### src/rtl/token_pair_rank_hash_table_unit_assert.svh
// ----------------------------------------------------------------------------
// token pair rank hash table assertion macros
// concurrent assertion wrappers on clock and reset, empty for synthesis
// ----------------------------------------------------------------------------
`ifndef TOKEN_PAIR_RANK_HASH_TABLE_UNIT_ASSERT_SVH
`define TOKEN_PAIR_RANK_HASH_TABLE_UNIT_ASSERT_SVH
`ifndef SYNTHESIS
// same-cycle implication
`define TPRH_ASSERT_SAME(label, ante, cons, msg) \
   label: assert property (@(posedge clock) disable iff (reset) (ante) |-> (cons)) \
      else $error(msg);
// next-cycle implication
`define TPRH_ASSERT_NEXT(label, ante, cons, msg) \
   label: assert property (@(posedge clock) disable iff (reset) (ante) |=> (cons)) \
      else $error(msg);
`else
`define TPRH_ASSERT_SAME(label, ante, cons, msg)
`define TPRH_ASSERT_NEXT(label, ante, cons, msg)
`endif
`endif

### src/rtl/tprh_ram.sv
// ----------------------------------------------------------------------------
// tprh_ram
// generic simple dual-port ram, one write and one registered read port
// ----------------------------------------------------------------------------
module tprh_ram #(
   parameter int Width = 8,
   parameter int Depth = 16
) (
   input  logic                     clock,
   input  logic                     wr_en,
   input  logic [$clog2(Depth)-1:0] wr_addr,
   input  logic [Width-1:0]         wr_data,
   input  logic                     rd_en,
   input  logic [$clog2(Depth)-1:0] rd_addr,
   output logic [Width-1:0]         rd_data
);

   logic [Width-1:0] mem_ff [Depth];
   logic [Width-1:0] rd_data_ff;

   always_ff @(posedge clock) begin
      if (wr_en) begin
         mem_ff[wr_addr] <= wr_data;
      end
      if (rd_en) begin
         rd_data_ff <= mem_ff[rd_addr];
      end
   end

   assign rd_data = rd_data_ff;

endmodule

### config.mk
export PLATFORM = sky130hd
export DESIGN_NAME = tprh_ram
export DESIGN_NICKNAME = d
export VERILOG_FILES = /design/src/rtl/token_pair_rank_hash_table_unit_assert.svh /design/src/rtl/tprh_ram.sv
export SDC_FILE = /design/constraint.sdc
export NUM_CORES = 1
export LEC_CHECK = 0
export ABC_AREA = 1
export BUFFER_PORTS_ARGS = -buffer_cell sky130_fd_sc_hd__buf_2
export CAP_MARGIN = 10
export CELL_PAD_IN_SITES_DETAIL_PLACEMENT = 0
export CELL_PAD_IN_SITES_GLOBAL_PLACEMENT = 1
export CORE_AREA = 4 4 115 117
export DETAILED_ROUTE_END_ITERATION = 10
export DIE_AREA = 0 0 119 121
export PLACE_DENSITY = 0.9
export SYNTH_ARGS = -nofsm -noshare
export SYNTH_HDL_FRONTEND = slang
export SYNTH_SLANG_ARGS = --single-unit
### constraint.sdc
create_clock -name clock -period 1.52 [get_ports clock]
set_clock_uncertainty 0.2 [all_clocks]
set_input_delay 0.304 -clock clock [delete_from_list [all_inputs] [get_ports clock]]
set_output_delay 0.304 -clock clock [all_outputs]
set_load 0.02 [all_outputs]
==> impl_metrics.tcl <==
set metrics [dict create \
    status "finished, final reports clean" \
    drt-wirelength-per-cell_um 15.45 \
    critPathKind "flip-flop to output port" \
    stdcell_count 780 \
    dp_hpwl_um 7524 \
    ys_seq_elements 136 \
    slew_headroom 0.5884 \
    postCtsSetupBuffers 0 \
    clk-insertion-delay-late_ns 0.41 \
    crit_family "flip-flops" \
    multi_input_area_um2 1214 \
    ys_warn_count 0 \
    dp_cells 749 \
    hold_path.class "input pin to flip-flop" \
    p_leak_nw 2.994 \
    timing.final.crit_share 0.9973 \
    path_cells "buf_6" \
    syn_inst 551 \
    tns_ns 0 \
    cts.sinks 136 \
    drt-pass1-iter-count 5 \
    finalNetCount 615 \
    max_freq_mhz 659.7 \
    gp_congestion 0.7952 \
    grt_pass1_vias 3802 \
    register_area_um2 4084 \
    n_fill_cell 992 \
    rsz0062_at_grt "yes" \
    die_area_um2 14400 \
    clock-root-buffer "clkbuf_16" \
    p_per_area_nw_per_um2 1330 \
    area_delta_synth_final_pct 18.45 \
    drtIter0Drc 460 \
    synth-seq-area-share 0.6985 \
    slew_viol_final 0 \
    die_w_um 119 \
    grt_pass1_wl_um 19350 \
    htree_levels 4 \
    n_antenna_cell 0 \
    rows 41 \
    fin_crit_ns 1.516 \
    grtUsageTotal 0.1771 \
    synth-xor-area-share 0 \
    drive_gt1_frac 0.1266 \
    critPathMaxFanout 1 \
    worst_pin_slew_ns 0.6165 \
    setup_viol 0 \
    cts_hold_buffers 0 \
    clk_pin_slew_ns 0.06 \
    synth_top_family_by_area "simple AND/OR/NAND/NOR gates" \
    die_y_um 121 \
    overflow 0 \
    cp_slowest_stage_delay_ns 0.44 \
    synth_cell_type_count 11 \
    path_buf_inv 1 \
    numCtsBuffers 17 \
    cts_tree "yes" \
    cts_buffer_depth 2 \
    hold_violations 0 \
    core_area_um2 12360 \
    synth_simple_gate_area_frac 0.2076 \
    cp.arrival_ns 1.01 \
    crit_required_ns 1.02 \
    synth_compound_area_frac 0 \
    synthesis.area_um2 5847 \
    vias 3789 \
    synthMuxAreaShare 0 \
    ant_nets 0 \
    synthAdderAreaFrac 0 \
    grt_antenna_before_repair 0 \
    drt_wl_total_um 12050 \
    maxCapViolations 0 \
    grt_max_degree 41 \
    start_util 0.4729 \
    vias_per_cell 4.858 \
    worst_path_max_delay_cell "edfxtp_1" \
    pin_count 27 \
    syn_avg_cell_area_um2 10.61 \
    io_buffers 26 \
    ir_worst_vdd_mv 0.8354 \
    worstSetupEndpointType "output port" \
    drc 0 \
    critPathLaunchType "flip-flop" \
    syn_nets 570 \
]
-- Yosys cell counts --
cell type  instances  area [µm²]
nand3b_1           2       15.01
buf_4              4       30.03
edfxtp_1         136        4084
nand3_1           97       485.5
nand2_1          173       649.4
inv_2              2       7.510
nor2_1            17       63.81
buf_6              6       67.56
buf_1              1       3.750
buf_2             13       65.06
inv_1            100       375.4
-- kinds of logic (layout without fill, tap and decap cells) --
kind of cell	Yosys count	count (layout)
flip-flops	136	136
AND/OR/NAND/NOR	289	289
buffers and inverters	126	183
-- through the flow --
step / cell area (µm²) / util / hold WS [ns] / setup slack [ns] / power (mW)
after floorplan: 5847 / - / 0.2029 / 0.06516 / 4.642
after global routing: 6925 / 0.5602 / 0.06055 / -0.03504 / 9.507
final: 6925 / 0.5602 / 0.07905 / 0.004075 / 9.207
after global placement: 6256 / 0.5060 / 0.4930 / -0.1764 / 4.835
after CTS: 6919 / 0.5597 / 0.06464 / -0.03060 / 9.280
after detailed placement: 6256 / 0.5060 / 0.4928 / -0.2384 / 4.849
-- layout by cell type, fill, tap and decap left out, types with 4 or more instances in the layout --
cell and count:
nand3_1 97, clkinv_1 4, buf_2 21, buf_12 4, clkbuf_16 17, nand2_1 173, inv_1 100, bufinv_16 6
buf_6 5, buf_4 20, edfxtp_1 136, nor2_1 17
-- flip-flops by register name, indices dropped and copies added (netlist names) --
name and count:
mem_ff 128, rd_data 8
-- routing by layer --
metal	vias up	part of all wire	GRT usage
li1	1867	-	-
met1	1771	0.41	0.2104
met2	128	0.51	0.3094
met3	23	0.059	0.04009
met4	0	0.025	0.07676
met5	-	0	0
-- worst paths after layout --
path                 startpoint          to  slack, ns  cells past startpoint
setup reg to reg   mem_ff[4][7]  rd_data[7]       0.20                      6
hold reg to reg   mem_ff[10][7]  rd_data[7]       0.54                      6
hold / removal            rd_en  rd_data[6]       0.08                      1
setup / recovery     rd_data[4]  rd_data[4]      0.004                      1
-- final cells by class --
| cell class | instances | area share |
|---|---|---|
| flip-flops and latches | 136 | 0.5897 |
| multi-input cells | 289 | 0.1752 |
| clock buffers | 19 | 0.06251 |
| repair buffers | 50 | 0.05655 |
| inverters | 102 | 0.05528 |
| well taps | 172 | 0.03107 |
| clock inverters | 12 | 0.02963 |
-- where the power goes --
group | internal (mW) | switching, mW | total [mW]
Sequential | 4.23 | 0.0291 | 4.26
Clock | 3.03 | 1.38 | 4.42
Combinational | 0.174 | 0.356 | 0.530
Total | 7.44 | 1.77 | 9.21
-- what timing repair did --
item	4_1_cts	5_1_grt
pin swaps	0	0
gates resized for setup	8	2
endpoints found under the setup margin	4	5
Power figures use the tool's default switching activity.
