$ cat config.mk
export PLATFORM = sky130hd
export DESIGN_NAME = tprh_mix
export DESIGN_NICKNAME = d
export VERILOG_FILES = /design/src/rtl/token_pair_rank_hash_table_unit_assert.svh /design/src/rtl/tprh_pkg.sv /design/src/rtl/tprh_mix.sv
export SDC_FILE = /design/constraint.sdc
export NUM_CORES = 2
export LEC_CHECK = 0
export ABC_AREA = 1
export BUFFER_PORTS_ARGS = -buffer_cell sky130_fd_sc_hd__buf_4
export CAP_MARGIN = 20
export CORE_ASPECT_RATIO = 1.1
export CORE_MARGIN = 2
export CORE_UTILIZATION = 50
export DETAILED_ROUTE_END_ITERATION = 16
export GPL_TIMING_DRIVEN = 0
export HOLD_SLACK_MARGIN = 0.08
export MAX_ROUTING_LAYER = met4
export PLACE_DENSITY = 0.76
export SKIP_CTS_REPAIR_TIMING = 1
export SYNTH_ARGS = -nofsm -noshare
export SYNTH_HDL_FRONTEND = slang
export SYNTH_SLANG_ARGS = --single-unit
export TNS_END_PERCENT = 10
$ cat constraint.sdc
create_clock -name clock -period 21.6 [get_ports clock]
set_input_delay 3.24 -clock clock [delete_from_list [all_inputs] [get_ports clock]]
set_output_delay 3.24 -clock clock [all_outputs]
set_load 0.005 [all_outputs]
$ cat src/rtl/token_pair_rank_hash_table_unit_assert.svh
// ----------------------------------------------------------------------------
// token pair rank hash table assertion macros
// concurrent assertion wrappers on clock and reset, empty for synthesis
// ----------------------------------------------------------------------------
`ifndef TOKEN_PAIR_RANK_HASH_TABLE_UNIT_ASSERT_SVH
`define TOKEN_PAIR_RANK_HASH_TABLE_UNIT_ASSERT_SVH
`ifndef SYNTHESIS
// same-cycle implication
`define TPRH_ASSERT_SAME(label, ante, cons, msg) \
   label: assert property (@(posedge clock) disable iff (reset) (ante) |-> (cons)) \
      else $error(msg);
// next-cycle implication
`define TPRH_ASSERT_NEXT(label, ante, cons, msg) \
   label: assert property (@(posedge clock) disable iff (reset) (ante) |=> (cons)) \
      else $error(msg);
`else
`define TPRH_ASSERT_SAME(label, ante, cons, msg)
`define TPRH_ASSERT_NEXT(label, ante, cons, msg)
`endif
`endif

$ cat src/rtl/tprh_pkg.sv
// ----------------------------------------------------------------------------
// tprh_pkg
// shared constants, codes and types of the token pair rank hash table
// ----------------------------------------------------------------------------
package tprh_pkg;

   localparam int TABLE_SLOTS = 4096;

   localparam int              SIZE_LOG2_W     = 4;
   localparam logic [3:0]      SIZE_LOG2_RESET = 4'd12;

   // epoch tag stored with each slot, zero never live
   localparam int EPOCH_W = 8;

   localparam logic [1:0] OP_LOOKUP = 2'd0;
   localparam logic [1:0] OP_INSERT = 2'd1;
   localparam logic [1:0] OP_CLEAR  = 2'd2;

   localparam logic [1:0] ST_OK        = 2'd0;
   localparam logic [1:0] ST_NOT_FOUND = 2'd1;
   localparam logic [1:0] ST_DUP       = 2'd2;
   localparam logic [1:0] ST_FULL      = 2'd3;

   // murmur3 fmix64 constants
   localparam logic [63:0] MIX_C1    = 64'hff51afd7ed558ccd;
   localparam logic [63:0] MIX_C2    = 64'hc4ceb9fe1a85ec53;
   localparam int          MIX_SHIFT = 33;

   typedef struct packed {
      logic [EPOCH_W-1:0] tag;
      logic [63:0]        key;
      logic [31:0]        rank;
   } slot_type;

endpackage

$ cat src/rtl/tprh_mix.sv
// ----------------------------------------------------------------------------
// tprh_mix
// murmur3 fmix64 on one shared 32x32 multiplier, low 32 bits of the result
// ----------------------------------------------------------------------------
module tprh_mix import tprh_pkg::*; (
   input  logic        clock,
   input  logic        reset,
   input  logic        start,
   input  logic [63:0] key,
   output logic        done,
   output logic [31:0] hash
);

   localparam logic [2:0] LastStep = 3'd4;

   logic        busy_ff, busy_in;
   logic        round_ff, round_in;
   logic [2:0]  step_ff, step_in;
   logic        done_ff, done_in;
   logic [63:0] x_ff, x_in;
   logic [63:0] acc_ff, acc_in;
   logic [63:0] prod_ff, prod_in;

   logic [63:0] mult_c;
   logic [31:0] mult_a;
   logic [31:0] mult_b;
   logic        finish;

   // partial products: lo*lo, hi*lo, lo*hi (upper terms only need low half)
   always_comb begin
      mult_c  = round_ff ? MIX_C2 : MIX_C1;
      mult_a  = (step_ff == 3'd1) ? x_ff[63:32] : x_ff[31:0];
      mult_b  = (step_ff == 3'd2) ? mult_c[63:32] : mult_c[31:0];
      prod_in = mult_a * mult_b;
   end

   assign finish = busy_ff && (step_ff == LastStep) && round_ff;

   always_comb begin
      busy_in  = busy_ff;
      round_in = round_ff;
      step_in  = step_ff;
      x_in     = x_ff;
      acc_in   = acc_ff;
      done_in  = finish;
      if (start) begin
         busy_in  = 1'b1;
         round_in = 1'b0;
         step_in  = '0;
         x_in     = key ^ (key >> MIX_SHIFT);
      end else if (busy_ff) begin
         case (step_ff)
            3'd1: begin
               acc_in = prod_ff;
            end
            3'd2, 3'd3: begin
               acc_in = acc_ff + {prod_ff[31:0], 32'b0};
            end
            LastStep: begin
               x_in = acc_ff ^ (acc_ff >> MIX_SHIFT);
            end
            default: begin
               acc_in = acc_ff;
            end
         endcase
         if (step_ff == LastStep) begin
            step_in  = '0;
            round_in = 1'b1;
            busy_in  = !round_ff;
         end else begin
            step_in = step_ff + 3'd1;
         end
      end
   end

   always_ff @(posedge clock) begin
      if (reset) begin
         busy_ff  <= 1'b0;
         round_ff <= 1'b0;
         step_ff  <= '0;
         done_ff  <= 1'b0;
      end else begin
         busy_ff  <= busy_in;
         round_ff <= round_in;
         step_ff  <= step_in;
         done_ff  <= done_in;
      end
   end

   always_ff @(posedge clock) begin
      x_ff    <= x_in;
      acc_ff  <= acc_in;
      prod_ff <= prod_in;
   end

   assign done = done_ff;
   assign hash = x_ff[31:0];

endmodule

==> impl_metrics.sql <==
INSERT INTO impl_metrics (metric_group, metric, value, unit) VALUES
('status', 'outcome', 'finished clean', ''),
('worst_setup_path', 'worst_r2r_startpoint', 'step_ff[0]$_SDFFE_PP0P_', ''),
('detailed_routing', 'routed_wl', '149200', 'um'),
('logic_synthesis', 'synthesis.area', '41990', 'um^2'),
('flow_run', 'max-cap-violations', '0', ''),
('placement', 'finalWeightedCongestion', '1.031', ''),
('detailed_routing', 'drtAntennaViolNets', '0', ''),
('detailed_routing', 'drt-vias-per-instance', '5.284', ''),
('placement', 'dp_hpwl', '133700', 'um'),
('worst_setup_path', 'regToRegSetupSlack', '9670', 'ps'),
('layout', 'drive_above_1_share', '0.06103', ''),
('worst_setup_path', 'critical_path_top_delay_cell', 'sky130_fd_sc_hd__clkbuf_1', ''),
('placement', 'buffer_ports.inserted', '98', ''),
('worst_setup_path', 'worst-endpoint-required', '21910', 'ps'),
('global_routing', 'grt_usage', '0.3680', ''),
('clock_tree', 'numCtsBuffers', '17', ''),
('sta', 'max-slew-margin-rel', '0.1555', ''),
('logic_synthesis', 'postSynthRegisterBits', '198', ''),
('sta', 'setup_viol', '0', ''),
('worst_setup_path', 'cp_data_arrival_time', '12230', 'ps'),
('sta', 'finalMaxSlewViolations', '0', ''),
('sta', 'whs', '503.0', 'ps'),
('detailed_routing', 'drt-initial-drc-count', '3177', ''),
('clock_tree', 'htree_levels', '4', ''),
('floorplanning', 'die_area', '86310', 'um^2'),
('detailed_routing', 'routed-via-count', '33380', ''),
('floorplanning', 'row_count', '111', ''),
('layout', 'commonest_non_fill_non_tap_cells_in_the_layout', 'sky130_fd_sc_hd__inv_1, sky130_fd_sc_hd__nand2_1, sky130_fd_sc_hd__fa_1', ''),
('worst_setup_path', 'startpoint', 'step_ff[0]$_SDFFE_PP0P_', ''),
('layout', 'post-route-util', '0.5375', ''),
('worst_setup_path', 'path_class', 'register to register', ''),
('detailed_routing', 'routed_wl_per_cell', '23.63', 'um'),
('logic_synthesis', 'synthDominantAreaCellType', 'sky130_fd_sc_hd__fa_1', ''),
('logic_synthesis', 'netlist.area_leader.share', '0.3748', ''),
('logic_synthesis', 'leading_cell_types_by_total_area_after_synthesis', 'sky130_fd_sc_hd__fa_1, sky130_fd_sc_hd__inv_1, sky130_fd_sc_hd__ha_1, sky130_fd_sc_hd__nand2_1, sky130_fd_sc_hd__edfxtp_1', ''),
('logic_synthesis', 'postSynth.asyncResetShare', '0', ''),
('logic_synthesis', 'dominantRegCellSynth', 'sky130_fd_sc_hd__edfxtp_1', ''),
('clock_tree', 'worst_skew_pair.late_latency', '450', 'ps'),
('logic_synthesis', 'yosysWarningCount', '0', ''),
('worst_setup_path', 'worst-path-max-fanout', '11', ''),
('clock_tree', 'cts_num_sinks', '198', ''),
('worst_setup_path', 'rr_worst_depth', '31', ''),
('detailed_routing', 'post-route-drc-count', '0', ''),
('placement', 'dp_worst_setup_slack', '10020', 'ps'),
('floorplanning', 'core_area', '83330', 'um^2'),
('worst_setup_path', 'crit_end', 'prod_ff[27]$_DFF_P_', ''),
('global_routing', 'met3_usage', '0.04363', ''),
('detailed_routing', 'first_pass_iters', '6', ''),
('sta', 'tns', '0', 'ps'),
('worst_setup_path', 'critical_path_depth', '31', ''),
('logic_synthesis', 'synth-edff-count', '128', ''),
('sta', 'layout_worst_path_cycle_share', '0.5521', ''),
('logic_synthesis', 'synth.yosys.seq_area_share', '0.1249', ''),
('sta', 'setup_repair_after_global_routing_missed_its_margin', 'no', ''),
('worst_setup_path', 'critical-path-top-cell-by-count', 'sky130_fd_sc_hd__fa_1', ''),
('clock_tree', 'tritoncts', 'built', ''),
('clock_tree', 'root_buffer', 'sky130_fd_sc_hd__clkbuf_16', ''),
('floorplanning', 'ioPinCount', '100', ''),
('sta', 'finalWorstPathRequiredPeriod', '11930', 'ps'),
('worst_setup_path', 'cp_num_buf_inv', '12', ''),
('global_routing', 'grt_pass1_vias', '33830', ''),
('global_routing', 'grt_max_degree', '65', ''),
('logic_synthesis', 'synth_fp_nets', '6337', ''),
('layout', 'leading_cell_type_in_the_layout_fill_and_taps_excluded', 'sky130_fd_sc_hd__inv_1', ''),
('sta', 'fmax', '83.85', 'MHz'),
('global_routing', 'total_congestion_overflow', '0', ''),
('worst_setup_path', 'rr_endpoint', 'prod_ff[27]$_DFF_P_', ''),
('logic_synthesis', 'synth.distinct_cells', '49', ''),
('sta', 'worst_pin_slew', '1267', 'ps'),
('logic_synthesis', 'syn-instance-count', '5106', ''),
('clock_tree', 'ctsLongestPathBuffers', '2', '');
## flip-flops by register name, summed over array words and instances (netlist names)
signal    cells
round_ff      1
x_ff         64
done          1
step_ff       3
prod_ff      64
busy_ff       1
acc_ff       64
## worst min-delay path by stage
stage | start | end | depth (start not counted)
finish | prod_ff[60]$_DFF_P_ | acc_ff[60]$_DFFE_PP_ | 2
CTS | prod_ff[53]$_DFF_P_ | acc_ff[53]$_DFFE_PP_ | 2
global placement | prod_ff[56]$_DFF_P_ | acc_ff[56]$_DFFE_PP_ | 2
floorplan | step_ff[0]$_SDFFE_PP0P_ | step_ff[0]$_SDFFE_PP0P_ | 2
detailed placement | prod_ff[56]$_DFF_P_ | acc_ff[56]$_DFFE_PP_ | 2
global route | prod_ff[56]$_DFF_P_ | acc_ff[56]$_DFFE_PP_ | 2
## through the flow
step                cell area [um^2]  instances
detailed placement             44170       6284
floorplan                      41990       5106
global route                   44790       6317
global placement               44070       6277
CTS                            44790       6316
finish                         44790       6317
## cell families after synthesis
logic type	count (synthesis)	share of synthesized area
AO/OA/AOI/OAI	259	0.03761
XOR/XNOR	175	0.03650
adder cells (fa/ha/maj)	1164	0.4874
buffers and inverters	1516	0.1414
flip-flops	198	0.1249
other	1	0.00008931
AND/OR/NAND/NOR	1793	0.1721
## final cells by class
type | count | area (um^2)
Antenna cell | 1 | 2.502
Buffer | 124 | 705.7
Clock buffer | 21 | 491.7
Clock inverter | 11 | 131.4
Fill cell | 8070 | 38540
Inverter | 1392 | 5230
Multi-Input combinational cell | 3392 | 30820
Sequential cell | 198 | 5245
Tap cell | 1073 | 1343
Timing Repair Buffer | 105 | 822.0
## cells in the mapped netlist, types with 6 or more instances
cell,count
sky130_fd_sc_hd__inv_2,19
sky130_fd_sc_hd__dfxtp_1,70
sky130_fd_sc_hd__inv_1,1369
sky130_fd_sc_hd__nand3b_1,13
sky130_fd_sc_hd__o21ai_1,14
sky130_fd_sc_hd__xor2_1,112
sky130_fd_sc_hd__nor3_1,23
sky130_fd_sc_hd__edfxtp_1,128
sky130_fd_sc_hd__nor2_1,433
sky130_fd_sc_hd__o21bai_1,39
sky130_fd_sc_hd__or2_2,19
sky130_fd_sc_hd__buf_2,27
sky130_fd_sc_hd__nor2_2,22
sky130_fd_sc_hd__xnor2_1,63
sky130_fd_sc_hd__o21ai_2,18
sky130_fd_sc_hd__clkbuf_1,43
sky130_fd_sc_hd__fa_1,786
sky130_fd_sc_hd__nor2_4,11
sky130_fd_sc_hd__buf_4,38
sky130_fd_sc_hd__buf_1,8
sky130_fd_sc_hd__o21ai_0,84
sky130_fd_sc_hd__a21oi_1,78
sky130_fd_sc_hd__nand2_1,1142
sky130_fd_sc_hd__nand4_1,9
sky130_fd_sc_hd__nand3_1,103
sky130_fd_sc_hd__ha_1,378
sky130_fd_sc_hd__buf_6,7
sky130_fd_sc_hd__a21o_1,9
sky130_fd_sc_hd__o21ai_4,6
## metal layers
| layer | vias up | wire length [um] |
|---|---|---|
| met4 | 0 | 9830 |
| met1 | 16460 | 61310 |
| li1 | 15130 | - |
| met3 | 353 | 10970 |
| met5 | - | 0 |
| met2 | 1440 | 67130 |
## worst register-to-register path, delay by kind of cell, from the launching register on
| family | cells | cell delay (ps) |
|---|---|---|
| AO/OA/AOI/OAI | 1 | 430 |
| XOR/XNOR | 1 | 460 |
| adder cells (fa/ha/maj) | 11 | 4960 |
| buffers and inverters | 12 | 4310 |
| flip-flops | 1 | 390 |
| AND/OR/NAND/NOR | 6 | 1240 |
Power is left out: the tool's default activity adds up to more than one toggle a clock period on the data nets, which glitch-free logic cannot reach.
